==> src/pisc_pkg.sv <==
`timescale 1ns / 1ps

package pisc_pkg;

    // field widths
    localparam int CH_W       = 3;
    localparam int ANGLE_W    = 31;
    localparam int ERR_W      = ANGLE_W + 1;
    localparam int DIFF_W     = ERR_W + 1;
    localparam int GAIN_W     = 16;
    localparam int LIM_W      = 15;
    localparam int SUM_W      = 17;
    localparam int DRIVE_W    = 16;
    localparam int SHIFT      = 8;

    // product and sum widths
    localparam int PROD_P_W   = GAIN_W + ERR_W;
    localparam int PROD_I_W   = GAIN_W + SUM_W;
    localparam int PROD_D_W   = GAIN_W + DIFF_W;
    localparam int TOTAL_W    = PROD_D_W + 2;
    localparam int SHIFTED_W  = TOTAL_W - SHIFT;

    // stream words
    localparam int IN_TDATA_W  = 72;
    localparam int OUT_TDATA_W = 24;

    // configuration port
    localparam int CFG_IDX_W  = 3;
    localparam int CFG_DATA_W = 16;

    localparam logic [LIM_W-1:0] INT_LIM_RESET = 15'd2000;
    localparam logic [LIM_W-1:0] SEP_THR_RESET = 15'd200;
    localparam logic [LIM_W-1:0] OUT_LIM_RESET = 15'd1000;

    typedef enum logic [CFG_IDX_W-1:0] {
        CFG_GAIN_P  = 3'd0,
        CFG_GAIN_I  = 3'd1,
        CFG_GAIN_D  = 3'd2,
        CFG_INT_LIM = 3'd3,
        CFG_SEP_THR = 3'd4,
        CFG_OUT_LIM = 3'd5
    } t_cfg_idx;

    typedef struct packed {
        logic signed [GAIN_W-1:0] gain_p;
        logic signed [GAIN_W-1:0] gain_i;
        logic signed [GAIN_W-1:0] gain_d;
        logic [LIM_W-1:0]         int_lim;
        logic [LIM_W-1:0]         sep_thr;
        logic [LIM_W-1:0]         out_lim;
    } t_cfg;

    // word leaving the state stage
    typedef struct packed {
        logic                     vld;
        logic                     zero;
        logic [CH_W-1:0]          ch;
        logic signed [ERR_W-1:0]  err;
        logic signed [SUM_W-1:0]  acc;
        logic signed [DIFF_W-1:0] diff;
    } t_err_word;

    // word leaving the multiply stage
    typedef struct packed {
        logic                       vld;
        logic                       zero;
        logic [CH_W-1:0]            ch;
        logic signed [PROD_P_W-1:0] prod_p;
        logic signed [PROD_I_W-1:0] prod_i;
        logic signed [PROD_D_W-1:0] prod_d;
    } t_prod_word;

endpackage

==> src/pisc_mult.sv <==
`timescale 1ns / 1ps

module pisc_mult (
    input  logic                  i_clk,
    input  logic                  i_rst_n,
    input  logic                  i_en,
    input  pisc_pkg::t_cfg        i_cfg,
    input  pisc_pkg::t_err_word   i_word,
    output pisc_pkg::t_prod_word  o_word
);
    import pisc_pkg::*;

    logic signed [PROD_P_W-1:0] n_prod_p;
    logic signed [PROD_I_W-1:0] n_prod_i;
    logic signed [PROD_D_W-1:0] n_prod_d;
    t_prod_word                 r_word;

    // three gain products side by side
    assign n_prod_p = PROD_P_W'(i_cfg.gain_p) * PROD_P_W'(i_word.err);
    assign n_prod_i = PROD_I_W'(i_cfg.gain_i) * PROD_I_W'(i_word.acc);
    assign n_prod_d = PROD_D_W'(i_cfg.gain_d) * PROD_D_W'(i_word.diff);

    always_ff @(posedge i_clk) begin
        if (!i_rst_n) begin
            r_word.vld <= 1'b0;
        end else if (i_en) begin
            r_word.vld <= i_word.vld;
        end
        if (i_en) begin
            r_word.zero   <= i_word.zero;
            r_word.ch     <= i_word.ch;
            r_word.prod_p <= n_prod_p;
            r_word.prod_i <= n_prod_i;
            r_word.prod_d <= n_prod_d;
        end
    end

    assign o_word = r_word;

endmodule

==> config.mk <==
export PLATFORM = sky130hd
export DESIGN_NAME = pisc_mult
export DESIGN_NICKNAME = d
export VERILOG_FILES = /design/src/pisc_pkg.sv /design/src/pisc_mult.sv
export SDC_FILE = /design/constraint.sdc
export NUM_CORES = 2
export LEC_CHECK = 0
export BUFFER_PORTS_ARGS = -buffer_cell sky130_fd_sc_hd__buf_2
export CORE_MARGIN = 4
export CORE_UTILIZATION = 35
export DETAILED_ROUTE_END_ITERATION = 16
export SLEW_MARGIN = 20
export SYNTH_ARGS = -nofsm -noshare
export SYNTH_HDL_FRONTEND = slang
export SYNTH_SLANG_ARGS = --single-unit
export TNS_END_PERCENT = 10
==> constraint.sdc <==
create_clock -name i_clk -period 18.15 [get_ports i_clk]
set_input_delay 3.63 -clock i_clk [delete_from_list [all_inputs] [get_ports i_clk]]
set_output_delay 3.63 -clock i_clk [all_outputs]
set_load 0.03 [all_outputs]
## Word level (Yosys, flattened, before mapping)

Index checks and enable logic that the tools add are counted.

- Bits in registers: 135
- Bits of input ports: 183

- Multipliers: 3

Operators with widths:

| cell | number |
|---|---|
| $mul 16x33->49 | 1 |
| $mul 16x32->48 | 1 |
| $mul 16x17->33 | 1 |

## Depth between registers and ports, before layout

- Depth in word-level cells: 1
- Depth in mapped cells: 25
- Gate-level depth less buffers: 24

## Worst setup path after synthesis

No wires, ideal clock.

- Kind: in2reg
- Start: in i_cfg[65] in the netlist's numbering
- End: reg r_word (netlist bit o_word[81]) (data pin)
- Arrival: 9,167 ps
- Data required time: 17,890 ps
- Slack: 8,723 ps
- Cell stages on the path: 25
- Cell sequence: clkbuf_1 > clkbuf_1 > nand2_1 > fa_1 > inv_1 > fa_1 > inv_1 > fa_1 > fa_1 > inv_1 > fa_1 > inv_1 > fa_1 > inv_1 > ha_1 > clkbuf_1 > a21oi_1 > o21ai_0 > a221oi_1 > o221ai_1 > o221ai_1 > o21ai_1 > o21ai_0 > nor2b_1 > xnor2_1

- Cells in the longest elaborated chain, start to end: 1

Ends and longest elaborated chain:

| element | RTL line | RTL |
|---|---|---|
| from (decl) | pisc_mult.sv:7 | `input pisc_pkg::t_cfg i_cfg,` |
| $mul 16x17->33 | pisc_mult.sv:20 | `assign n_prod_i = PROD_I_W'(i_cfg.gain_i) * PROD_I_W'(i_word.acc);` |
| named net n_prod_i[32] | pisc_mult.sv:14 | `logic signed [PROD_I_W-1:0] n_prod_i;` |
| to (decl) | pisc_mult.sv:16 | `t_prod_word r_word;` |

The timed path passes the listed nets, and every way through them passes these cells.
A chain may end at the register's enable or synchronous reset.

## Worst setup path in the final report

- Start: in i_cfg[53] in the netlist's numbering
- End: reg r_word (netlist bit o_word[45]) (data pin)

- Cells in the longest elaborated chain, start to end: 1

Ends and longest elaborated chain:

| element | RTL line | RTL |
|---|---|---|
| $mul 16x33->49 | pisc_mult.sv:21 | `assign n_prod_d = PROD_D_W'(i_cfg.gain_d) * PROD_D_W'(i_word.diff);` |
| named net n_prod_d[45] | pisc_mult.sv:15 | `logic signed [PROD_D_W-1:0] n_prod_d;` |

The timed path passes the listed nets, and every way through them passes these cells.

==> flow_summary.yaml <==
timing:
  max_slew_margin: 0.3737
  fin_worst_skew_ns: 0
  finalCriticalPeriod_ns: 10.72
  setup_viol: 0
  fin_ws_ns: 7.430
  hold_viol: 0
  fmax_mhz: 93.28
  slew_violations: 0
  tightest_slew_ns: 0.9394
  fin_crit_sh: 0.5907
  grt_setup_unrepaired: "no"
  setup_tns_ns: 0
cells_and_area:
  drive_gt1_frac: 0.06333
  num-nets-final: 7257
  area_delta_synth_final_pct: 7.001
  instances_no_fill: 7417
  largest_register_ffs: 135
setup_path:
  path_max_fanout: 33
  r2r-end: "o_word[134]"
  required_ns: 18.42
  worstSetupStartpointType: "primary input"
  r2r_setup_slack_ns: 17.55
  critPathArrivalTime_ns: 10.99
  crit_path_end_kind: "flip-flop"
  worstSetupPathType: "primary input to flip-flop"
  r2r_start: "o_word[134]"
  reg2regPathDepth: 2
routing:
  dr.first_iter.drc_count: 2002
  viasPerCell: 4.820
  ant_nets: 0
  finalWirelength_um: 133500
  wire_per_inst_um: 18.00
  dr.pass1.iters: 5
  vias: 35747
  drc: 0
cts:
  clk_latency_ns: 0.50
  cts_sinks: 135
  postCtsSetupRepairBufs: 0
  cts_hold_buf: 0
  cts_tree: "built"
  numCtsBuffers: 17
  clockBufferDepth: 2
  ctsRootBufferMaster: "clkbuf_16"
  clk_pin_slew_ns: 0.07
  h-tree-depth: 4
  post_cts_resized: 0
synthesis:
  ys_seq_area_frac: 0.07973
  syn_inst: 5429
  synth_edf_count: 134
  synthFlopType: "edfxtp_1"
  yosysWarnings: 0
  ys_seq_elements: 135
  synth.distinct_cells: 78
  ys_top_cells_by_count: "inv_1 (1,433), fa_1 (1,262), nand2_1 (770)"
  netlist_top_cells_area: "fa_1 (50%), inv_1 (11%), edfxtp_1 (7.9%)"
  synth.most_common_cell: "inv_1"
  synth_top_area_share: 0.4981
  synth.avg_cell_area_um2: 9.342
  syn_nets: 7188
  synthesis.area_mm2: 0.05072
  synthArstFlopShare: 0
  synth_top_cell_by_area: "fa_1"
die:
  ios: 318
  fp-row-count: 139
  core_area_mm2: 0.1438
  die_y_um: 388.7
  fp.dieArea_mm2: 0.1511
  initial_core_util: 0.3526
  die_x_um: 388.7
grt:
  grt_max_degree: 79
  grt_overflow: 0
  grt_pass1_wl_um: 219700
  antenna_found_initial: 7
  grtUsageTotal: 0.1850
  first_global_vias: 39728
hold_path:
  min_to: "o_word[134]"
  min_path_cells: 2
  holdCritPathClass: "flip-flop to flip-flop"
  hp-start: "o_word[134]"
placed_design:
  io_buffer_count: 272
  pre_cts_ws_ns: 6.949
  place.gp.congestion: 0.8551
  hpwl_um: 105000
  dpl.cell_count: 7382
status:
  status: "finished clean"
job:
  max-cap-violations: 0
## kinds of logic (layout without fill, tap and decap cells)
group | count (synthesis) | count (layout) | synth area share
other | 0 | 3 | 0
and+or+nand+nor | 1536 | 1536 | 0.1457
muxes | 1 | 1 | 0.0001974
xor gates and xnor gates | 140 | 140 | 0.02418
AOI/OAI and AO/OA | 375 | 375 | 0.05089
DFF | 135 | 135 | 0.07973
buffers and inverters | 1666 | 1748 | 0.1237
adders and majority gates | 1576 | 1576 | 0.5756
## area by class of cell
type,count,area (um^2)
Fill cell,14542,89560
Multi-Input combinational cell,3628,40400
Inverter,1434,5383
Sequential cell,135,4044
Tap cell,1903,2381
Timing Repair Buffer,282,1443
Clock buffer,17,425.4
Clock inverter,15,187.7
Antenna cell,3,7.507
## through the flow
step | instance area [um^2] | utilization | hold WS (ns)
4_1_cts | 54260 | 0.3773 | 0.5384
5_1_grt | 54260 | 0.3773 | 0.5562
3_5_place_dp | 53650 | 0.3730 | 0.5240
6_report | 54270 | 0.3773 | 0.5312
2_1_floorplan | 50720 | - | 0.6404
3_3_place_gp | 53650 | 0.3730 | 0.4967
## routing by layer
layer  GRT usage  routed length [um]  vias up
li1            -                   -    15899
met1      0.2492               58490    18805
met2      0.3151               65270      904
met3     0.03026                7244      133
met4     0.03919                2476        6
met5           0                  39        -
## worst max-delay path, cell delays in order
cell and delay [ns]:
buf_2 0.60, nand2_1 0.19, fa_1 0.56, inv_1 0.06, fa_1 0.49, inv_1 0.05
fa_1 0.53, inv_1 0.05, fa_1 0.46, fa_1 0.52, inv_1 0.06, fa_1 0.49
inv_1 0.06, ha_1 0.35, and3_1 0.45, o211ai_1 0.38, o311ai_1 0.34, nor3b_1 0.14
o21ai_1 0.51, o221ai_1 0.36, o311ai_1 0.41, a21oi_1 0.14, xnor2_1 0.14
## cell usage in the layout (no fill, tap or decap), types with 67 or more instances in the layout
cell type,count
a21o_1,67
inv_1,1433
a21oi_1,111
fa_1,1262
nand2_1,770
buf_2,271
and2_1,525
edfxtp_1,134
xnor2_1,108
ha_1,314
nor2_1,114
## how the worst max path moves through the flow
stage | from | end | slack, ns | depth (start not counted)
3_3_place_gp | i_cfg[52] | o_word[45] | 6.95 | 23
4_1_cts | i_cfg[52] | o_word[45] | 7.47 | 23
6_report | i_cfg[53] | o_word[45] | 7.43 | 23
2_1_floorplan | i_cfg[65] | o_word[81] | 8.72 | 25
5_1_grt | i_cfg[52] | o_word[45] | 7.13 | 23
3_5_place_dp | i_cfg[52] | o_word[45] | 6.95 | 23
Power is not shown: default switching activity piles up to over one toggle a cycle in this logic, so the estimate is an artifact.
