==> config.mk <==
export PLATFORM = sky130hd
export DESIGN_NAME = pisc_state
export DESIGN_NICKNAME = d
export VERILOG_FILES = /design/src/pisc_pkg.sv /design/src/pisc_state.sv
export SDC_FILE = /design/constraint.sdc
export NUM_CORES = 1
export LEC_CHECK = 0
export BUFFER_PORTS_ARGS = -buffer_cell sky130_fd_sc_hd__clkbuf_2
export CAP_MARGIN = 0
export CORE_MARGIN = 2
export CORE_UTILIZATION = 55
export DETAILED_ROUTE_END_ITERATION = 10
export PLACE_DENSITY = 0.74
export SLEW_MARGIN = 20
export SYNTH_ARGS = -nofsm -noshare
export SYNTH_HDL_FRONTEND = slang
export SYNTH_SLANG_ARGS = --single-unit
==> constraint.sdc <==
create_clock -name i_clk -period 13.9 [get_ports i_clk]
set_clock_uncertainty 0.05 [all_clocks]
set_input_delay 0.695 -clock i_clk [delete_from_list [all_inputs] [get_ports i_clk]]
set_output_delay 0.695 -clock i_clk [all_outputs]
set_load 0.01 [all_outputs]
==> src/pisc_pkg.sv <==
`timescale 1ns / 1ps

package pisc_pkg;

    // field widths
    localparam int CH_W       = 3;
    localparam int ANGLE_W    = 31;
    localparam int ERR_W      = ANGLE_W + 1;
    localparam int DIFF_W     = ERR_W + 1;
    localparam int GAIN_W     = 16;
    localparam int LIM_W      = 15;
    localparam int SUM_W      = 17;
    localparam int DRIVE_W    = 16;
    localparam int SHIFT      = 8;

    // product and sum widths
    localparam int PROD_P_W   = GAIN_W + ERR_W;
    localparam int PROD_I_W   = GAIN_W + SUM_W;
    localparam int PROD_D_W   = GAIN_W + DIFF_W;
    localparam int TOTAL_W    = PROD_D_W + 2;
    localparam int SHIFTED_W  = TOTAL_W - SHIFT;

    // stream words
    localparam int IN_TDATA_W  = 72;
    localparam int OUT_TDATA_W = 24;

    // configuration port
    localparam int CFG_IDX_W  = 3;
    localparam int CFG_DATA_W = 16;

    localparam logic [LIM_W-1:0] INT_LIM_RESET = 15'd2000;
    localparam logic [LIM_W-1:0] SEP_THR_RESET = 15'd200;
    localparam logic [LIM_W-1:0] OUT_LIM_RESET = 15'd1000;

    typedef enum logic [CFG_IDX_W-1:0] {
        CFG_GAIN_P  = 3'd0,
        CFG_GAIN_I  = 3'd1,
        CFG_GAIN_D  = 3'd2,
        CFG_INT_LIM = 3'd3,
        CFG_SEP_THR = 3'd4,
        CFG_OUT_LIM = 3'd5
    } t_cfg_idx;

    typedef struct packed {
        logic signed [GAIN_W-1:0] gain_p;
        logic signed [GAIN_W-1:0] gain_i;
        logic signed [GAIN_W-1:0] gain_d;
        logic [LIM_W-1:0]         int_lim;
        logic [LIM_W-1:0]         sep_thr;
        logic [LIM_W-1:0]         out_lim;
    } t_cfg;

    // word leaving the state stage
    typedef struct packed {
        logic                     vld;
        logic                     zero;
        logic [CH_W-1:0]          ch;
        logic signed [ERR_W-1:0]  err;
        logic signed [SUM_W-1:0]  acc;
        logic signed [DIFF_W-1:0] diff;
    } t_err_word;

    // word leaving the multiply stage
    typedef struct packed {
        logic                       vld;
        logic                       zero;
        logic [CH_W-1:0]            ch;
        logic signed [PROD_P_W-1:0] prod_p;
        logic signed [PROD_I_W-1:0] prod_i;
        logic signed [PROD_D_W-1:0] prod_d;
    } t_prod_word;

endpackage

==> src/pisc_state.sv <==
`timescale 1ns / 1ps

module pisc_state #(
    parameter int NUM_CHANNELS = 8
) (
    input  logic                            i_clk,
    input  logic                            i_rst_n,
    input  logic                            i_en,
    input  logic                            i_vld,
    input  logic                            i_clr,
    input  logic [pisc_pkg::CH_W-1:0]       i_ch,
    input  logic [pisc_pkg::ANGLE_W-1:0]    i_tgt,
    input  logic [pisc_pkg::ANGLE_W-1:0]    i_meas,
    input  pisc_pkg::t_cfg                  i_cfg,
    output pisc_pkg::t_err_word             o_word
);
    import pisc_pkg::*;

    localparam int MAX_CH = 1 << CH_W;
    localparam int DEPTH  = (NUM_CHANNELS < MAX_CH) ? NUM_CHANNELS : MAX_CH;
    localparam int IDX_W  = (DEPTH > 1) ? $clog2(DEPTH) : 1;

    // input register
    logic                 r_vld;
    logic                 r_clr;
    logic [CH_W-1:0]      r_ch;
    logic [ANGLE_W-1:0]   r_tgt;
    logic [ANGLE_W-1:0]   r_meas;

    // per-channel state
    logic signed [SUM_W-1:0] r_err_sum  [DEPTH];
    logic signed [ERR_W-1:0] r_prev_err [DEPTH];

    logic                     in_range;
    logic [IDX_W-1:0]         idx;
    logic signed [ERR_W-1:0]  n_err;
    logic [ERR_W-1:0]         mag;
    logic                     integ;
    logic signed [SUM_W:0]    acc_raw;
    logic signed [SUM_W:0]    lim_pos;
    logic signed [SUM_W:0]    lim_neg;
    logic signed [SUM_W-1:0]  n_acc;
    logic signed [DIFF_W-1:0] n_diff;
    t_err_word                r_word;

    always_ff @(posedge i_clk) begin
        if (!i_rst_n) begin
            r_vld <= 1'b0;
        end else if (i_en) begin
            r_vld <= i_vld;
        end
        if (i_en) begin
            r_clr  <= i_clr;
            r_ch   <= i_ch;
            r_tgt  <= i_tgt;
            r_meas <= i_meas;
        end
    end

    assign in_range = 32'(r_ch) < NUM_CHANNELS;
    assign idx      = r_ch[IDX_W-1:0];

    // error and its magnitude
    assign n_err = $signed({r_tgt[ANGLE_W-1], r_tgt}) - $signed({r_meas[ANGLE_W-1], r_meas});
    assign mag   = n_err[ERR_W-1] ? (~n_err + 1'b1) : n_err;
    assign integ = mag <= {{(ERR_W-LIM_W){1'b0}}, i_cfg.sep_thr};

    // integrate when close to target; error then fits the narrow adder
    assign acc_raw = $signed({r_err_sum[idx][SUM_W-1], r_err_sum[idx]})
                   + (integ ? $signed(n_err[SUM_W:0]) : $signed({(SUM_W+1){1'b0}}));
    assign lim_pos = $signed({{(SUM_W+1-LIM_W){1'b0}}, i_cfg.int_lim});
    assign lim_neg = -lim_pos;

    // clamp the integral
    always_comb begin
        if (acc_raw > lim_pos) begin
            n_acc = lim_pos[SUM_W-1:0];
        end else if (acc_raw < lim_neg) begin
            n_acc = lim_neg[SUM_W-1:0];
        end else begin
            n_acc = acc_raw[SUM_W-1:0];
        end
    end

    assign n_diff = $signed({n_err[ERR_W-1], n_err})
                  - $signed({r_prev_err[idx][ERR_W-1], r_prev_err[idx]});

    // update the addressed channel as the word moves on
    always_ff @(posedge i_clk) begin
        if (!i_rst_n) begin
            for (int k = 0; k < DEPTH; k++) begin
                r_err_sum[k]  <= '0;
                r_prev_err[k] <= '0;
            end
        end else if (i_en && r_vld && in_range) begin
            if (r_clr) begin
                r_err_sum[idx]  <= '0;
                r_prev_err[idx] <= '0;
            end else begin
                r_err_sum[idx]  <= n_acc;
                r_prev_err[idx] <= n_err;
            end
        end
    end

    // stage register towards the multipliers
    always_ff @(posedge i_clk) begin
        if (!i_rst_n) begin
            r_word.vld <= 1'b0;
        end else if (i_en) begin
            r_word.vld <= r_vld;
        end
        if (i_en) begin
            r_word.zero <= r_clr || !in_range;
            r_word.ch   <= r_ch;
            r_word.err  <= n_err;
            r_word.acc  <= n_acc;
            r_word.diff <= n_diff;
        end
    end

    assign o_word = r_word;

endmodule

* Word level (Yosys, flattened, before mapping) *
Memories as Yosys holds them, arrays and structs flattened. A register that Yosys moved wholly into a read port is not among the register bits.
Cells that the tools add are included.

word-level totals
  memory bits (writable) = 392
  output and inout bits = 87
  word-level logic and storage cells = 50
  bits in registers = 154
  memories = 2
  bits of input ports = 163

cells by class
  bitwise gates (word level) = 3
  multiplexer cells = 23
  add/sub/neg operators = 5
  $lt $le $gt $ge = 3
  reductions and logical operators = 3

memory list
  memory      depth  bits a word  read ports  clocked after Yosys merged registers in  write ports  line              text
  r_prev_err  8      32           1           1                                        8            pisc_state.sv:32  logic signed [ERR_W-1:0] r_prev_err [DEPTH];
  r_err_sum   8      17           1           1                                        8            pisc_state.sv:31  logic signed [SUM_W-1:0] r_err_sum [DEPTH];

operator list
  cell                     count
  $mux W32                 3
  $mux W17                 4
  $sub A32 B32 Y33         1
  $add A32 B1 Y32 const B  1
  $le A32 B15 Y1           1
  $not A32 Y32             1
  $reduce_or A32 Y1        1
  $sub A31 B31 Y32         1
  $add A17 B18 Y18         1
  $gt A18 B16 Y1           1
  $lt A18 B18 Y1           1
  $mux W18                 1
  $neg A15 Y18             1
  $reduce_or A17 Y1        1
  $mux W3                  4
  $mux W1                  11
  $or A1 B1 Y1             2
  $logic_and A1 B1 Y1      1

* Depth between registers and ports, before layout *
  depth after elaboration = 12
  depth in mapped cells = 59
  depth with buffers taken out = 51

* Worst setup path before layout *
Ideal clock, no wire load.

  kind = register to register
  start point = reg r_tgt[9]
  end point = mem r_err_sum[0][10], data pin
  setup time = 0.265 ns
  buffers on the path = 7
  data required time = 13.585 ns
  period minus slack after synthesis = 10.501 ns
  arrival time = 10.186 ns
  slack = 3.399 ns
  stages on the path, launching flop included = 54
  cells stage by stage = edfxtp_1 -> ha_1 -> clkbuf_1 -> nand4_1 -> or3_1 -> o31ai_1 -> o211ai_1 -> nand2b_1 -> clkbuf_1 -> buf_1 -> nor2_1 -> xnor2_1 -> ha_1 -> a21o_1 -> a21o_1 -> a21oi_1 -> a21oi_1 -> o311ai_0 -> [18 not listed] -> ha_1 -> nand4_1 -> nor2_1 -> a21oi_1 -> o211ai_1 -> a21oi_1 -> a211oi_1 -> a2111oi_0 -> a31oi_1 -> or2_2 -> a211o_1 -> nor2b_1 -> o21ai_1 -> and2_1 -> buf_6 -> buf_8 -> mux2i_4 -> nor2_1

RTL lines
  item                      line              text
  start: declaration        pisc_state.sv:27  logic [ANGLE_W-1:0] r_tgt;
  start signal: assignment  pisc_state.sv:55  r_tgt <= i_tgt;
  end: declaration          pisc_state.sv:31

==> summary.txt <==
STA
  • F_max: between 70 and 80 MHz
  • Setup violations, final: 0
  • Min Tclk post-route: approximately 13 ns
  • Final hold viol count: 0
  • Final period util: between 90% and 100%
  • Worst slew margin: a little under a fifth
  • Setup TNS: 0 ns
  • Slew Limit Fails: 0
  • RSZ-0062 raised after global routing: no
  • Slew @ Worst Pin: between 1 and 1.5 ns

CTS
  • CTS H-tree depth: 2
  • Clock Sinks: 549
  • CTS Buffer Depth: 3
  • CTS resizes: 0
  • TritonCTS clock tree: done
  • Total CTS buffers: 54
  • Clock transition at path regs: approximately 0.06 ns
  • Worst-Skew Late Latency: 0.63 ns
  • CTS Hold Bufs: 0
  • Setup bufs post-CTS: 0
  • Root Driver: clkbuf_16

Finish
  • Layout cells sized above 1: between 10% and 20%
  • Area grow syn2layout: 12.0%
  • Fin nets: ~2700
  • ANT cells: 0
  • Final Cell Area: 31800 µm²

Route
  • Routed vias/inst: between 6 and 7
  • Routed WL per cell: ~23 µm
  • Initial DRC count: 2044
  • # DRC: 0
  • Detailed Route WL: around 72 mm
  • Vias: ~19000
  • Antenna viol nets, final: 0
  • Drt first pass iters: 5

Critical path
  • Critical path capture point type: register
  • Crit-path slowest cell: and2_1
  • Worst reg2reg setup slack: about 0.93 ns
  • WS Path Type: reg -> reg
  • R2R depth: 48
  • Startpoint Class: register
  • CP arrival: about 13 ns
  • WP buf/inv: 3
  • CP required: 14.19 ns
  • Worst reg2reg path startpoint: r_tgt[9]
  • CP Max Fanout: 18
  • Crit path max-delay family: compound AO/OA/AOI/OAI gates
  • Max incr delay on CP: 0.67 ns
  • Worst R2R End: r_err_sum[5][13]
  • Cell mode on critical path: a21oi_1

Synthesis
  • Syn Nets: 2575
  • Simple-Gate Fraction of Synth Area: 12.5%
  • Cell variety after synth: between 80 and 90
  • Mapped Cells: 2284
  • Post-synthesis xor/xnor area fraction: ~2.7%
  • Synth top area share: 57.5%
  • Number of synthesized flops with an enable pin: 544
  • Syn_area_per_cell: 12.4 µm²
  • Adder-cell share of the synthesized area: 5.75%
  • Yosys warns: 0
  • Seq/Total Area, Yosys: about 58%
  • Commonest cells in the netlist: 544 x edfxtp_1, 465 x nor2_1, 125 x ha_1, 119 x nand2_1, 116 x inv_1
  • Async set or reset register ratio after synthesis: 0%
  • Largest family of logic cells by synthesized area: simple AND/OR/NAND/NOR gates
  • Post-synthesis mux area share: a little over a tenth
  • Compound-gate portion of the synthesized area: under 10%
  • Ys flop type: edfxtp_1
  • Most common cell in the synthesized netlist: edfxtp_1
  • Synth top area cells: edfxtp_1 57%, mux4_2 7.8%, nor2_1 6.1%, ha_1 5.5%, xnor2_1 1.9%
  • Post-synthesis cell area: approximately 28000 µm²
  • Seq cells post-synth: ~550
  • Post-synth top area cell: edfxtp_1

Min path
  • Hold EP: r_meas[12]
  • HP Start: i_meas[12]
  • HP Class: in -> reg
  • Worst hold stages: 1

Pwr
  • Sequential Power Share: around 43%
  • Power per cell area: 151 nW/µm²
  • Internal Power: 3.33 mW
  • Clock Power Share: 30.9%
  • Sw Share: a little under a third
  • Peak supply drop: about 0.00012 V
  • NetSw: roughly 1.5 mW
  • Gate power share: 26.4%
  • Overall power: approximately 4.8 mW
  • Lkg Pwr: 12.0 nW

Status
  • Status: finished, final reports clean

Floorplan
  • Die width: between 200 and 250 µm
  • Die Ht: 231 µm
  • Core Rows: just over 80
  • Starting Density: a little under three fifths
  • Io pins: between 200 and 300
  • Die ar.: about 54000 µm²
  • Core area: between 50000 and 60000 µm²

Global routing
  • Largest net degree at the start of global routing: 74
  • GRT Total Usage: between 20% and 30%
  • Grt total ovfl: 0
  • First-pass GRT wire length: ~110 mm
  • Initial antenna violation count: 1
  • Vias in the first global route: roughly 19000

Placement
  • Cell Area, Placed: about 30000 µm²
  • DP HPWL: ~46 mm
  • Placer Congestion: slightly above 0.9
  • IO Port Bufs: 186

Job
  • Max-cap violations: 0
[cell type report]
cell class	instances	area (µm²)
sequential	549	16400
tap	680	851
clock inverter	32	365
inverter	123	462
clock buffer	68	1400
fill	3929	19400
multi-input combinational	1509	11200
timing repair buffer	208	1100
[per-layer routing]
layer / up-vias / global-route usage (%) / wire length (µm)
met5: - / 0 / 0
met4: 0 / 10.4 / 2590
met3: 150 / 4.34 / 6360
met2: 952 / 45.2 / 35100
met1: 9598 / 35.9 / 28400
li1: 8787 / - / -
[power groups by stage]
stage | combinational [mW] | sequential, mW | clock (mW)
floorplan | 0.822 | 2.10 | 0
global placement | 1.23 | 2.08 | 0
detailed placement | 1.25 | 2.08 | 0
CTS | 1.26 | 2.05 | 1.49
global route | 1.39 | 2.06 | 1.55
finish | 1.27 | 2.05 | 1.48
[stage by stage]
stage                     instances  hold slack (ns)  setup slack, ns  utilization, %
final                          3169            0.191            0.929            62.2
after global routing           3169            0.179           0.0262            62.2
after CTS                      3169            0.165             1.11            62.2
after detailed placement       3069            0.460             1.24            58.7
after global placement         3069            0.446             1.48            58.7
after floorplan                2284            0.374             3.40               -
[how the worst max path moves through the flow]
stage,to,cells past startpoint,start,slack (ns)
final,r_err_sum[5][13],48,r_tgt[9],0.93
after global routing,r_err_sum[5][13],48,r_tgt[9],0.03
after CTS,r_err_sum[5][13],48,r_tgt[9],1.11
after detailed placement,r_err_sum[0][13],48,r_tgt[9],1.24
after global placement,r_err_sum[4][13],48,r_tgt[9],1.48
after floorplan,r_err_sum[0][10],53,r_tgt[9],3.40
[flip-flops by register name, indices dropped and copies added (netlist names), named ones only]
register,count
idx,3
o_word,87
r_clr,1
r_err_sum,136
r_meas,31
r_prev_err,256
r_tgt,31
r_vld,1
[cells by family after synthesis]
group,Yosys count
AND/OR/NAND/NOR,812
AO/OA/AOI/OAI,314
adder cells (fa/ha/maj),129
buffers and inverters,226
multiplexers,168
XOR/XNOR,86
flip-flops,549
[cells in the final DEF (no fill, tap or decap), types with 8 or more instances in the layout]
cell / Yosys / routed
clkbuf_1: 82 / 14
mux4_2: 98 / 98
nor2b_1: 20 / 20
clkbuf_16: 0 / 54
buf_4: 0 / 22
nand2_1: 119 / 105
nand4_1: 18 / 18
or2_2: 9 / 9
a31oi_1: 10 / 10
clkbuf_2: 0 / 185
mux2_2: 22 / 22
edfxtp_1: 544 / 544
xnor2_1: 61 / 61
a21o_1: 28 / 28
o21ai_0: 64 / 64
o21a_1: 18 / 18
or3_1: 16 / 16
o211ai_1: 9 / 9
nand2_4: 0 / 8
a21oi_1: 82 / 82
o21bai_1: 12 / 12
xor2_1: 24 / 24
nand3_1: 31 / 31
a211oi_1: 12 / 12
ha_1: 125 / 125
clkinv_1: 1 / 15
o41ai_1: 8 / 8
and2_1: 11 / 11
inv_1: 116 / 116
nor4_1: 11 / 11
and3_1: 8 / 8
nor3_1: 60 / 60
nor2_1: 465 / 464
nand2b_1: 18 / 18
mux2i_1: 38 / 38
(Power assumes the default switching activity.)
