## src/pisc_pkg.sv

```systemverilog
`timescale 1ns / 1ps

package pisc_pkg;

    // field widths
    localparam int CH_W       = 3;
    localparam int ANGLE_W    = 31;
    localparam int ERR_W      = ANGLE_W + 1;
    localparam int DIFF_W     = ERR_W + 1;
    localparam int GAIN_W     = 16;
    localparam int LIM_W      = 15;
    localparam int SUM_W      = 17;
    localparam int DRIVE_W    = 16;
    localparam int SHIFT      = 8;

    // product and sum widths
    localparam int PROD_P_W   = GAIN_W + ERR_W;
    localparam int PROD_I_W   = GAIN_W + SUM_W;
    localparam int PROD_D_W   = GAIN_W + DIFF_W;
    localparam int TOTAL_W    = PROD_D_W + 2;
    localparam int SHIFTED_W  = TOTAL_W - SHIFT;

    // stream words
    localparam int IN_TDATA_W  = 72;
    localparam int OUT_TDATA_W = 24;

    // configuration port
    localparam int CFG_IDX_W  = 3;
    localparam int CFG_DATA_W = 16;

    localparam logic [LIM_W-1:0] INT_LIM_RESET = 15'd2000;
    localparam logic [LIM_W-1:0] SEP_THR_RESET = 15'd200;
    localparam logic [LIM_W-1:0] OUT_LIM_RESET = 15'd1000;

    typedef enum logic [CFG_IDX_W-1:0] {
        CFG_GAIN_P  = 3'd0,
        CFG_GAIN_I  = 3'd1,
        CFG_GAIN_D  = 3'd2,
        CFG_INT_LIM = 3'd3,
        CFG_SEP_THR = 3'd4,
        CFG_OUT_LIM = 3'd5
    } t_cfg_idx;

    typedef struct packed {
        logic signed [GAIN_W-1:0] gain_p;
        logic signed [GAIN_W-1:0] gain_i;
        logic signed [GAIN_W-1:0] gain_d;
        logic [LIM_W-1:0]         int_lim;
        logic [LIM_W-1:0]         sep_thr;
        logic [LIM_W-1:0]         out_lim;
    } t_cfg;

    // word leaving the state stage
    typedef struct packed {
        logic                     vld;
        logic                     zero;
        logic [CH_W-1:0]          ch;
        logic signed [ERR_W-1:0]  err;
        logic signed [SUM_W-1:0]  acc;
        logic signed [DIFF_W-1:0] diff;
    } t_err_word;

    // word leaving the multiply stage
    typedef struct packed {
        logic                       vld;
        logic                       zero;
        logic [CH_W-1:0]            ch;
        logic signed [PROD_P_W-1:0] prod_p;
        logic signed [PROD_I_W-1:0] prod_i;
        logic signed [PROD_D_W-1:0] prod_d;
    } t_prod_word;

endpackage

```

## src/pisc_sat.sv

```systemverilog
`timescale 1ns / 1ps

module pisc_sat (
    input  logic                          i_clk,
    input  logic                          i_rst_n,
    input  logic                          i_en,
    input  pisc_pkg::t_cfg                i_cfg,
    input  pisc_pkg::t_prod_word          i_word,
    output logic                          o_vld,
    output logic [pisc_pkg::CH_W-1:0]     o_ch,
    output logic [pisc_pkg::DRIVE_W-1:0]  o_drive,
    output logic                          o_sat
);
    import pisc_pkg::*;

    logic signed [TOTAL_W-1:0]   total;
    logic signed [SHIFTED_W-1:0] shifted;
    logic signed [SHIFTED_W-1:0] lim_pos;
    logic signed [SHIFTED_W-1:0] lim_neg;
    logic [DRIVE_W-1:0]          n_drive;
    logic                        n_sat;

    logic                        r_vld;
    logic [CH_W-1:0]             r_ch;
    logic [DRIVE_W-1:0]          r_drive;
    logic                        r_sat;

    // sum the terms and drop the fraction, rounding down
    assign total   = TOTAL_W'(i_word.prod_p) + TOTAL_W'(i_word.prod_i)
                   + TOTAL_W'(i_word.prod_d);
    assign shifted = total[TOTAL_W-1:SHIFT];
    assign lim_pos = $signed({{(SHIFTED_W-LIM_W){1'b0}}, i_cfg.out_lim});
    assign lim_neg = -lim_pos;

    // clamp the drive, zero it for clear and unused channels
    always_comb begin
        n_drive = shifted[DRIVE_W-1:0];
        n_sat   = 1'b0;
        if (i_word.zero) begin
            n_drive = '0;
        end else if (shifted > lim_pos) begin
            n_drive = lim_pos[DRIVE_W-1:0];
            n_sat   = 1'b1;
        end else if (shifted < lim_neg) begin
            n_drive = lim_neg[DRIVE_W-1:0];
            n_sat   = 1'b1;
        end
    end

    // output register
    always_ff @(posedge i_clk) begin
        if (!i_rst_n) begin
            r_vld <= 1'b0;
        end else if (i_en) begin
            r_vld <= i_word.vld;
        end
        if (i_en) begin
            r_ch    <= i_word.ch;
            r_drive <= n_drive;
            r_sat   <= n_sat;
        end
    end

    assign o_vld   = r_vld;
    assign o_ch    = r_ch;
    assign o_drive = r_drive;
    assign o_sat   = r_sat;

endmodule

```

## config.mk

```make
export PLATFORM = sky130hd
export DESIGN_NAME = pisc_sat
export DESIGN_NICKNAME = d
export VERILOG_FILES = /design/src/pisc_pkg.sv /design/src/pisc_sat.sv
export SDC_FILE = /design/constraint.sdc
export NUM_CORES = 1
export LEC_CHECK = 0
export ABC_AREA = 0
export BUFFER_PORTS_ARGS = -buffer_cell sky130_fd_sc_hd__buf_4
export CAP_MARGIN = 20
export CORE_MARGIN = 5
export CORE_UTILIZATION = 53
export CTS_CLUSTER_DIAMETER = 50
export DETAILED_ROUTE_END_ITERATION = 10
export PLACE_DENSITY = 0.84
export SLEW_MARGIN = 20
export SYNTH_ARGS = -nofsm -noshare
export SYNTH_HDL_FRONTEND = slang
export SYNTH_SLANG_ARGS = --single-unit
```

## constraint.sdc

```tcl
create_clock -name i_clk -period 7.2 [get_ports i_clk]
set_input_delay 1.44 -clock i_clk [delete_from_list [all_inputs] [get_ports i_clk]]
set_output_delay 1.44 -clock i_clk [all_outputs]
set_load 0.01 [all_outputs]
```

# Word-level counts from Yosys, hierarchy flattened
# Cells that the tools add are included.
# classes
order_cmp	2
reduce_logical	1
n_addsub	3
muxes	4
# op_table
cell	count
$add A49 B49 Y50	1
$add A48 B33 Y49	1
$lt A42 B43 Y1	1
$neg A15 Y43	1
$gt A42 B16 Y1	1
$mux W16	1
$mux W15	1
$mux W1	2
$reduce_or A2 Y1	1
# word_totals
word_cells	15
ff_bits	21

# Depth between registers and ports, before layout
# Gate-level depths: netlist of run 1.
# depth
ltp_word	5
mapped_depth	26
ltp_nobuf	25

# Least setup slack after synthesis of run 1
# No wires, ideal clock.
# synth_path
path_type	input -> register
start	in i_word[17] in the netlist's numbering
end	reg r_drive[11], in the netlist o_drive[11] (data pin)
stages	22
n_path_buf	2
t_arrival_ns	6.162
setup_slack_ns	0.770
required_ns	6.932
path_cell_list	fa_1 > ha_1 > buf_2 > nand4_2 > o31ai_1 > nor3_1 > a211o_1 > a2111oi_0 > a211oi_1 > ha_1 > a21o_1 > a21o_1 > a21oi_1 > nor2_1 > a211oi_1 > nand3_1 > a221oi_1 > o21ai_0 > nand2_1 > clkbuf_1 > mux2i_1 > o32ai_1
# synth_between
elab_chain_len	4
word_cells_on_any_way	5
# synth_lines
item	line	rtl
from (decl)	pisc_sat.sv:8	input pisc_pkg::t_prod_word i_word,
$add A49 B49 Y50 (*)	pisc_sat.sv:30	+ TOTAL_W'(i_word.prod_d);
$lt A42 B43 Y1	pisc_sat.sv:44	end else if (shifted < lim_neg) begin
$mux W16	pisc_sat.sv:44	
$mux W15 (*)	pisc_sat.sv:41	end else if (shifted > lim_pos) begin
to (signal assigned)	pisc_sat.sv:59	r_drive <= n_drive;
to (decl)	pisc_sat.sv:25	logic [DRIVE_W-1:0] r_drive;
# Mark *: on every way between the ends. The rest lies on a longest branch, timed or not.
# A chain may end at the register's enable or synchronous reset.

# Final worst setup path of run 1
# layout_path
start	in i_word[5] in the netlist's numbering
end	reg r_drive[0], in the netlist o_drive[0] (data pin)
# Same word-level chain as after synthesis.

==> results of run 1 <==
==> metrics by stage <==
step / area [µm²] / std cells
after global routing: 8920 / 1264
after CTS: 8910 / 1264
after detailed placement: 8830 / 1260
after floorplan: 7230 / 920
after global placement: 8830 / 1260
final: 8920 / 1264
==> synthesized netlist by cell type, types with 19 or more instances <==
| cell type | number |
|---|---|
| a21o_1 | 21 |
| a21oi_1 | 87 |
| clkbuf_1 | 27 |
| edfxtp_1 | 20 |
| fa_1 | 48 |
| ha_1 | 104 |
| inv_1 | 68 |
| nand2_1 | 75 |
| nand3_1 | 19 |
| nand4_1 | 35 |
| nor2_1 | 68 |
| o21ai_0 | 58 |
| xnor2_1 | 31 |
==> logic make-up after synthesis <==
kind of cell,count (synthesis),synth area share
buffers and inverters,111,0.0611
AOI/OAI and AO/OA,292,0.264
DFF,21,0.0859
muxes,11,0.0152
xor gates and xnor gates,46,0.0557
adders and majority gates,152,0.313
and+or+nand+nor,287,0.205
==> layer usage <==
layer | share of wire | track usage | routed length, µm
met1 | 0.43 | 0.375 | 9290
met2 | 0.46 | 0.426 | 9840
met3 | 0.099 | 0.0294 | 2110
met4 | 0.0080 | 0.0341 | 171
met5 | 0 | 0 | 0
==> area by class of cell <==
class	count	share of cell area
Sequential cell	21	0.0695
Clock buffer	4	0.00883
Inverter	68	0.0286
Multi-Input combinational cell	788	0.693
Tap cell	176	0.0247
Timing Repair Buffer	207	0.176
==> where the power goes <==
group          internal (mW)  switching [mW]
clock                 0.0753          0.0374
combinational          0.628           0.876
sequential             0.166         0.00493
total                  0.869           0.918
==> worst min-delay path: cells and delay by family (launching register included) <==
kind / cells / cell delay (ns)
flops: 1 / 0.32
simple gates: 1 / 0.10
mux: 1 / 0.07
==> worst min-delay path by stage <==
stage / startpoint / endpoint / slack (ns) / cells after the start
6_report: o_vld / o_vld / 0.53 / 2
2_1_floorplan: o_vld / o_vld / 0.54 / 2
5_1_grt: o_vld / o_vld / 0.58 / 2
4_1_cts: o_vld / o_vld / 0.53 / 2
3_3_place_gp: o_vld / o_vld / 0.51 / 2
3_5_place_dp: o_vld / o_vld / 0.52 / 2
==> sequential cells by signal (all words and copies together) (netlist names) <==
| register | flops |
|---|---|
| o_drive | 16 |
| o_ch | 3 |
| o_sat | 1 |
| o_vld | 1 |
==> what timing repair did <==
item | CTS | global route
resized for setup | 0 | 3
setup endpoints to repair | 0 | 4
hold buffers | 0 | 0
==> results.sh, run 1 <==
export IMPL_final_cell_mix="206 x buf_4, 104 x ha_1, 87 x a21oi_1, 75 x nand2_1"
export IMPL_synth_area_leaders="ha_1 18%, fa_1 13%, edfxtp_1 8.3%"
export IMPL_final_core_utilization=0.671
export IMPL_startpoint_type="input port"
export IMPL_synth_avg_cell_area_um2=7.86
export IMPL_min_period_over_period=0.949
export IMPL_crit_fanout=20
export IMPL_power_density_nw_per_um2=200
export IMPL_htreeDepth=1
export IMPL_hold_class="flop to flop"
export IMPL_path_delay_family="compound AO/OA/AOI/OAI gates"
export IMPL_cp_endpoint="o_drive[0]"
export IMPL_fin_crit_ns=6.83
export IMPL_path_buf_inv=4
export IMPL_grt_max_degree=27
export IMPL_slew_headroom=0.416
export IMPL_ys_types=67
export IMPL_max_freq_mhz=146
export IMPL_syn2layout_area_growth_pct=23.5
export IMPL_drc=0
export IMPL_hold_violations=0
export IMPL_grt_pass1_wl_um=35600
export IMPL_r2r_slack_ns=6.60
export IMPL_syn_inst=920
export IMPL_reg2reg_from="o_vld"
export IMPL_critPathMaxStageDelay_ns=0.53
export IMPL_synth_seq_area_share=0.0859
export IMPL_clkSinkCount=21
export IMPL_ff_latch_area_um2=621
export IMPL_worstPathArrival_ns=6.91
export IMPL_fin_nets=1472
export IMPL_ys_flop_type="edfxtp_1"
export IMPL_core_area_um2=13300
export IMPL_nFillCells=1156
export IMPL_portBuffers=173
export IMPL_final_common_cell="buf_4"
export IMPL_slowest_stage="fa_1"
export IMPL_outcome="finished, final reports clean"
export IMPL_crit_start="i_word[5]"
export IMPL_drv_slew=0
export IMPL_fin_ws_ns=0.371
export IMPL_final_setup_tns_ns=0
export IMPL_hpwl_um=18400
export IMPL_finalPower_mw=1.79
export IMPL_synth_fp_nets=1303
export IMPL_die_y_um=127
export IMPL_cts_tree="built"
export IMPL_synth_edff_count=20
export IMPL_yosys_area_top_type="ha_1"
export IMPL_preCtsSetupSlack_ns=0.112
export IMPL_timing_rr_end="o_vld"
export IMPL_end_kind="flop"
export IMPL_cts_root_buf="clkbuf_16"
export IMPL_r2r_cells=2
export IMPL_leakagePower_nw=4.10
export IMPL_multiInputGateArea_um2=6180
export IMPL_syn_area_um2=7230
export IMPL_grt_use_total=0.258
export IMPL_yosysTopAreaCellShare=0.180
export IMPL_route_detailed_wl_per_inst_um=16.9
export IMPL_diodes=0
export IMPL_viasPerCell=6.24
export IMPL_vdd_drop_max_v=0.0000877
export IMPL_ant_nets=0
export IMPL_required_ns=7.28
export IMPL_die_area_um2=16100
export IMPL_cts_buffers_inserted=3
export IMPL_die_w_um=127
export IMPL_clkSlewWorstSetupHoldPaths_ns=0.05
export IMPL_postCtsSetupBuffers=0
export IMPL_first_pass_iters=6
export IMPL_skew_ns=0
export IMPL_start_util=0.544
export IMPL_insertion_delay_ns=0.25
export IMPL_std_cell_rows=42
export IMPL_overflow=0
export IMPL_grt_pass1_vias=7506
export IMPL_antenna_found_initial=0
export IMPL_totalWireLength_um=21400
export IMPL_whs_ns=0.529
export IMPL_gp_congestion=0.986
export IMPL_cap_violations=0
export IMPL_ctsLongestPathBuffers=2
export IMPL_async_flop_share=0
export IMPL_vias=7882
export IMPL_yosys_warnings=0
export IMPL_drive_gt1_frac=0.212
export IMPL_worst_path_stages=27
export IMPL_setup_viol=0
export IMPL_ys_seq_elements=21
export IMPL_worstSetupPathType="input port to flop"
export IMPL_crit_top_cell="o21ai_0"
export IMPL_drt_iter0_markers=990
export IMPL_tightest_slew_ns=0.869
export IMPL_ios=252
No activity file was read; power rests on OpenSTA's default activity.
==> run 2: changes to the inputs <==
--- a/config.mk
+++ b/config.mk
@@ -8,11 +8,13 @@
 export ABC_AREA = 0
 export BUFFER_PORTS_ARGS = -buffer_cell sky130_fd_sc_hd__buf_4
 export CAP_MARGIN = 20
+export CELL_PAD_IN_SITES_DETAIL_PLACEMENT = 0
+export CELL_PAD_IN_SITES_GLOBAL_PLACEMENT = 2
 export CORE_MARGIN = 5
-export CORE_UTILIZATION = 53
+export CORE_UTILIZATION = 29
 export CTS_CLUSTER_DIAMETER = 50
 export DETAILED_ROUTE_END_ITERATION = 10
-export PLACE_DENSITY = 0.84
+export PLACE_DENSITY_LB_ADDON = 0.1
 export SLEW_MARGIN = 20
 export SYNTH_ARGS = -nofsm -noshare
 export SYNTH_HDL_FRONTEND = slang
==> run 2 against run 1 <==
  * Register-to-register slack hardly changed
  * Sequential power hardly changed
  * Flip-flop and latch count stayed put
  * Worst setup slack better by 0.17 ns
==> results.sh, run 2 (synthesis gave the netlist of run 1 again) <==
export IMPL_core_area_um2=24500
export IMPL_hpwl_um=22200
export IMPL_startpoint_type="input port"
export IMPL_place_area_um2=9400
export IMPL_drt_iter0_markers=308
export IMPL_largest_register_ffs=16
export IMPL_outcome="finished, final reports clean"
export IMPL_setup_viol=0
export IMPL_switchingPower_mw=0.957
export IMPL_max_freq_mhz=150
export IMPL_die_area_um2=28200
export IMPL_p_comb_frac=0.850
export IMPL_ctsLongestPathBuffers=2
export IMPL_grt_use_total=0.172
export IMPL_portBuffers=173
export IMPL_start_util=0.295
export IMPL_min_period_over_period=0.925
export IMPL_overflow=0
export IMPL_worstSetupPathType="input port to flop"
export IMPL_drv_slew=0
export IMPL_htreeDepth=1
export IMPL_viasPerCell=5.25
export IMPL_instances_no_fill=1463
export IMPL_cts_buffers_inserted=3
export IMPL_vdd_drop_max_v=0.000114
export IMPL_grt_pass1_wl_um=41000
export IMPL_preCtsSetupSlack_ns=0.0735
export IMPL_switching_share=0.503
export IMPL_clkSinkCount=21
export IMPL_route_detailed_wl_per_inst_um=17.0
export IMPL_std_cell_rows=57
export IMPL_final_cell_mix="257 x buf_4, 104 x ha_1, 87 x a21oi_1, 74 x nand2_1"
export IMPL_grt_pass1_vias=8007
export IMPL_die_y_um=168
export IMPL_final_common_cell="buf_4"
export IMPL_hold_class="flop to flop"
export IMPL_insertion_delay_ns=0.25
export IMPL_grt_max_degree=22
export IMPL_cts_root_buf="clkbuf_16"
export IMPL_ant_nets=0
export IMPL_die_w_um=168
export IMPL_first_pass_iters=5
export IMPL_drive_gt1_frac=0.248
export IMPL_final_setup_tns_ns=0
export IMPL_vias=7682
export IMPL_slew_headroom=0.478
export IMPL_fin_ws_ns=0.540
export IMPL_hold_violations=0
export IMPL_finalPower_mw=1.90
export IMPL_cts_tree="built"
export IMPL_final_area_um2=9490
export IMPL_leakagePower_nw=4.35
export IMPL_fin_crit_ns=6.66
export IMPL_clkSlewWorstSetupHoldPaths_ns=0.05
export IMPL_worstPathArrival_ns=6.65
export IMPL_power_density_nw_per_um2=201
export IMPL_rsz0062_at_grt="false"
export IMPL_ios=252
export IMPL_drc=0
export IMPL_intPower_mw=0.946
export IMPL_skew_ns=0
export IMPL_cap_violations=0
export IMPL_share_seq_of_total_power=0.090
export IMPL_dpl_cell_count=1459
export IMPL_tightest_slew_ns=0.778
export IMPL_final_core_utilization=0.388
export IMPL_nFillCells=2647
export IMPL_pwr_share_clk=0.060
export IMPL_end_kind="flop"
export IMPL_fin_nets=1523
export IMPL_syn2layout_area_growth_pct=31.2
export IMPL_crit_fanout=10
export IMPL_totalWireLength_um=24800
export IMPL_gp_congestion=0.835
export IMPL_whs_ns=0.526
export IMPL_required_ns=7.19
export IMPL_diodes=0
export IMPL_antenna_found_initial=0
-- run 2: area by class of cell --
class                   count  area [µm²]  share of cell area
clock buffers               3        75.1             0.00791
clock inverters             1        5.00            0.000528
inverters                  68         255              0.0269
multi-input cells         788        6170               0.651
flip-flops and latches     21         621              0.0654
well taps                 324         405              0.0427
repair buffers            258        1950               0.206
-- run 2: critical path: stages --
cell	delay [ns]
buf_4	0.11
fa_1	0.49
ha_1	0.34
nand4_1	0.23
nor4_1	0.34
a222oi_1	0.10
buf_4	0.17
a211o_1	0.37
a2111oi_0	0.43
a211oi_1	0.11
buf_4	0.16
ha_1	0.30
a21o_1	0.16
a21o_1	0.17
a21oi_1	0.15
nor2_1	0.06
a211oi_1	0.21
buf_4	0.16
nand3b_1	0.07
o211ai_1	0.19
xor2_1	0.26
nand2_2	0.16
buf_4	0.21
a31oi_1	0.17
o32ai_1	0.12
-- run 2: metal layers --
| metal | GRT usage | vias to the layer above | wire [µm] |
|---|---|---|---|
| met2 | 0.332 | 163 | 13000 |
| met3 | 0.0152 | 21 | 882 |
| met5 | 0 | - | 0 |
| met1 | 0.212 | 3611 | 10500 |
| met4 | 0.0233 | 0 | 374 |
| li1 | - | 3887 | - |
-- run 2: timing repair --
action | CTS | global route
resized for setup | 0 | 4
hold buffers | 0 | 0
endpoints found under the hold margin | 0 | 0
setup endpoints to repair | 0 | 13
setup buffers | 0 | 0
-- run 2: power by group through the flow --
| stage | Clock (mW) | Sequential [mW] | Combinational, mW |
|---|---|---|---|
| final | 0.113 | 0.172 | 1.62 |
| after global routing | 0.123 | 0.174 | 1.82 |
| after floorplan | 0 | 0.187 | 0.988 |
| after detailed placement | 0 | 0.174 | 1.62 |
| after CTS | 0.117 | 0.172 | 1.63 |
| after global placement | 0 | 0.174 | 1.62 |
-- run 2: worst paths after layout --
kind / from / depth (start not counted) / endpoint / slack, ns
hold / removal: o_vld / 2 / o_vld / 0.53
hold reg to reg: o_vld / 2 / o_vld / 0.53
setup reg to reg: o_vld / 2 / o_vld / 6.60
setup / recovery: i_word[11] / 25 / o_drive[3] / 0.54
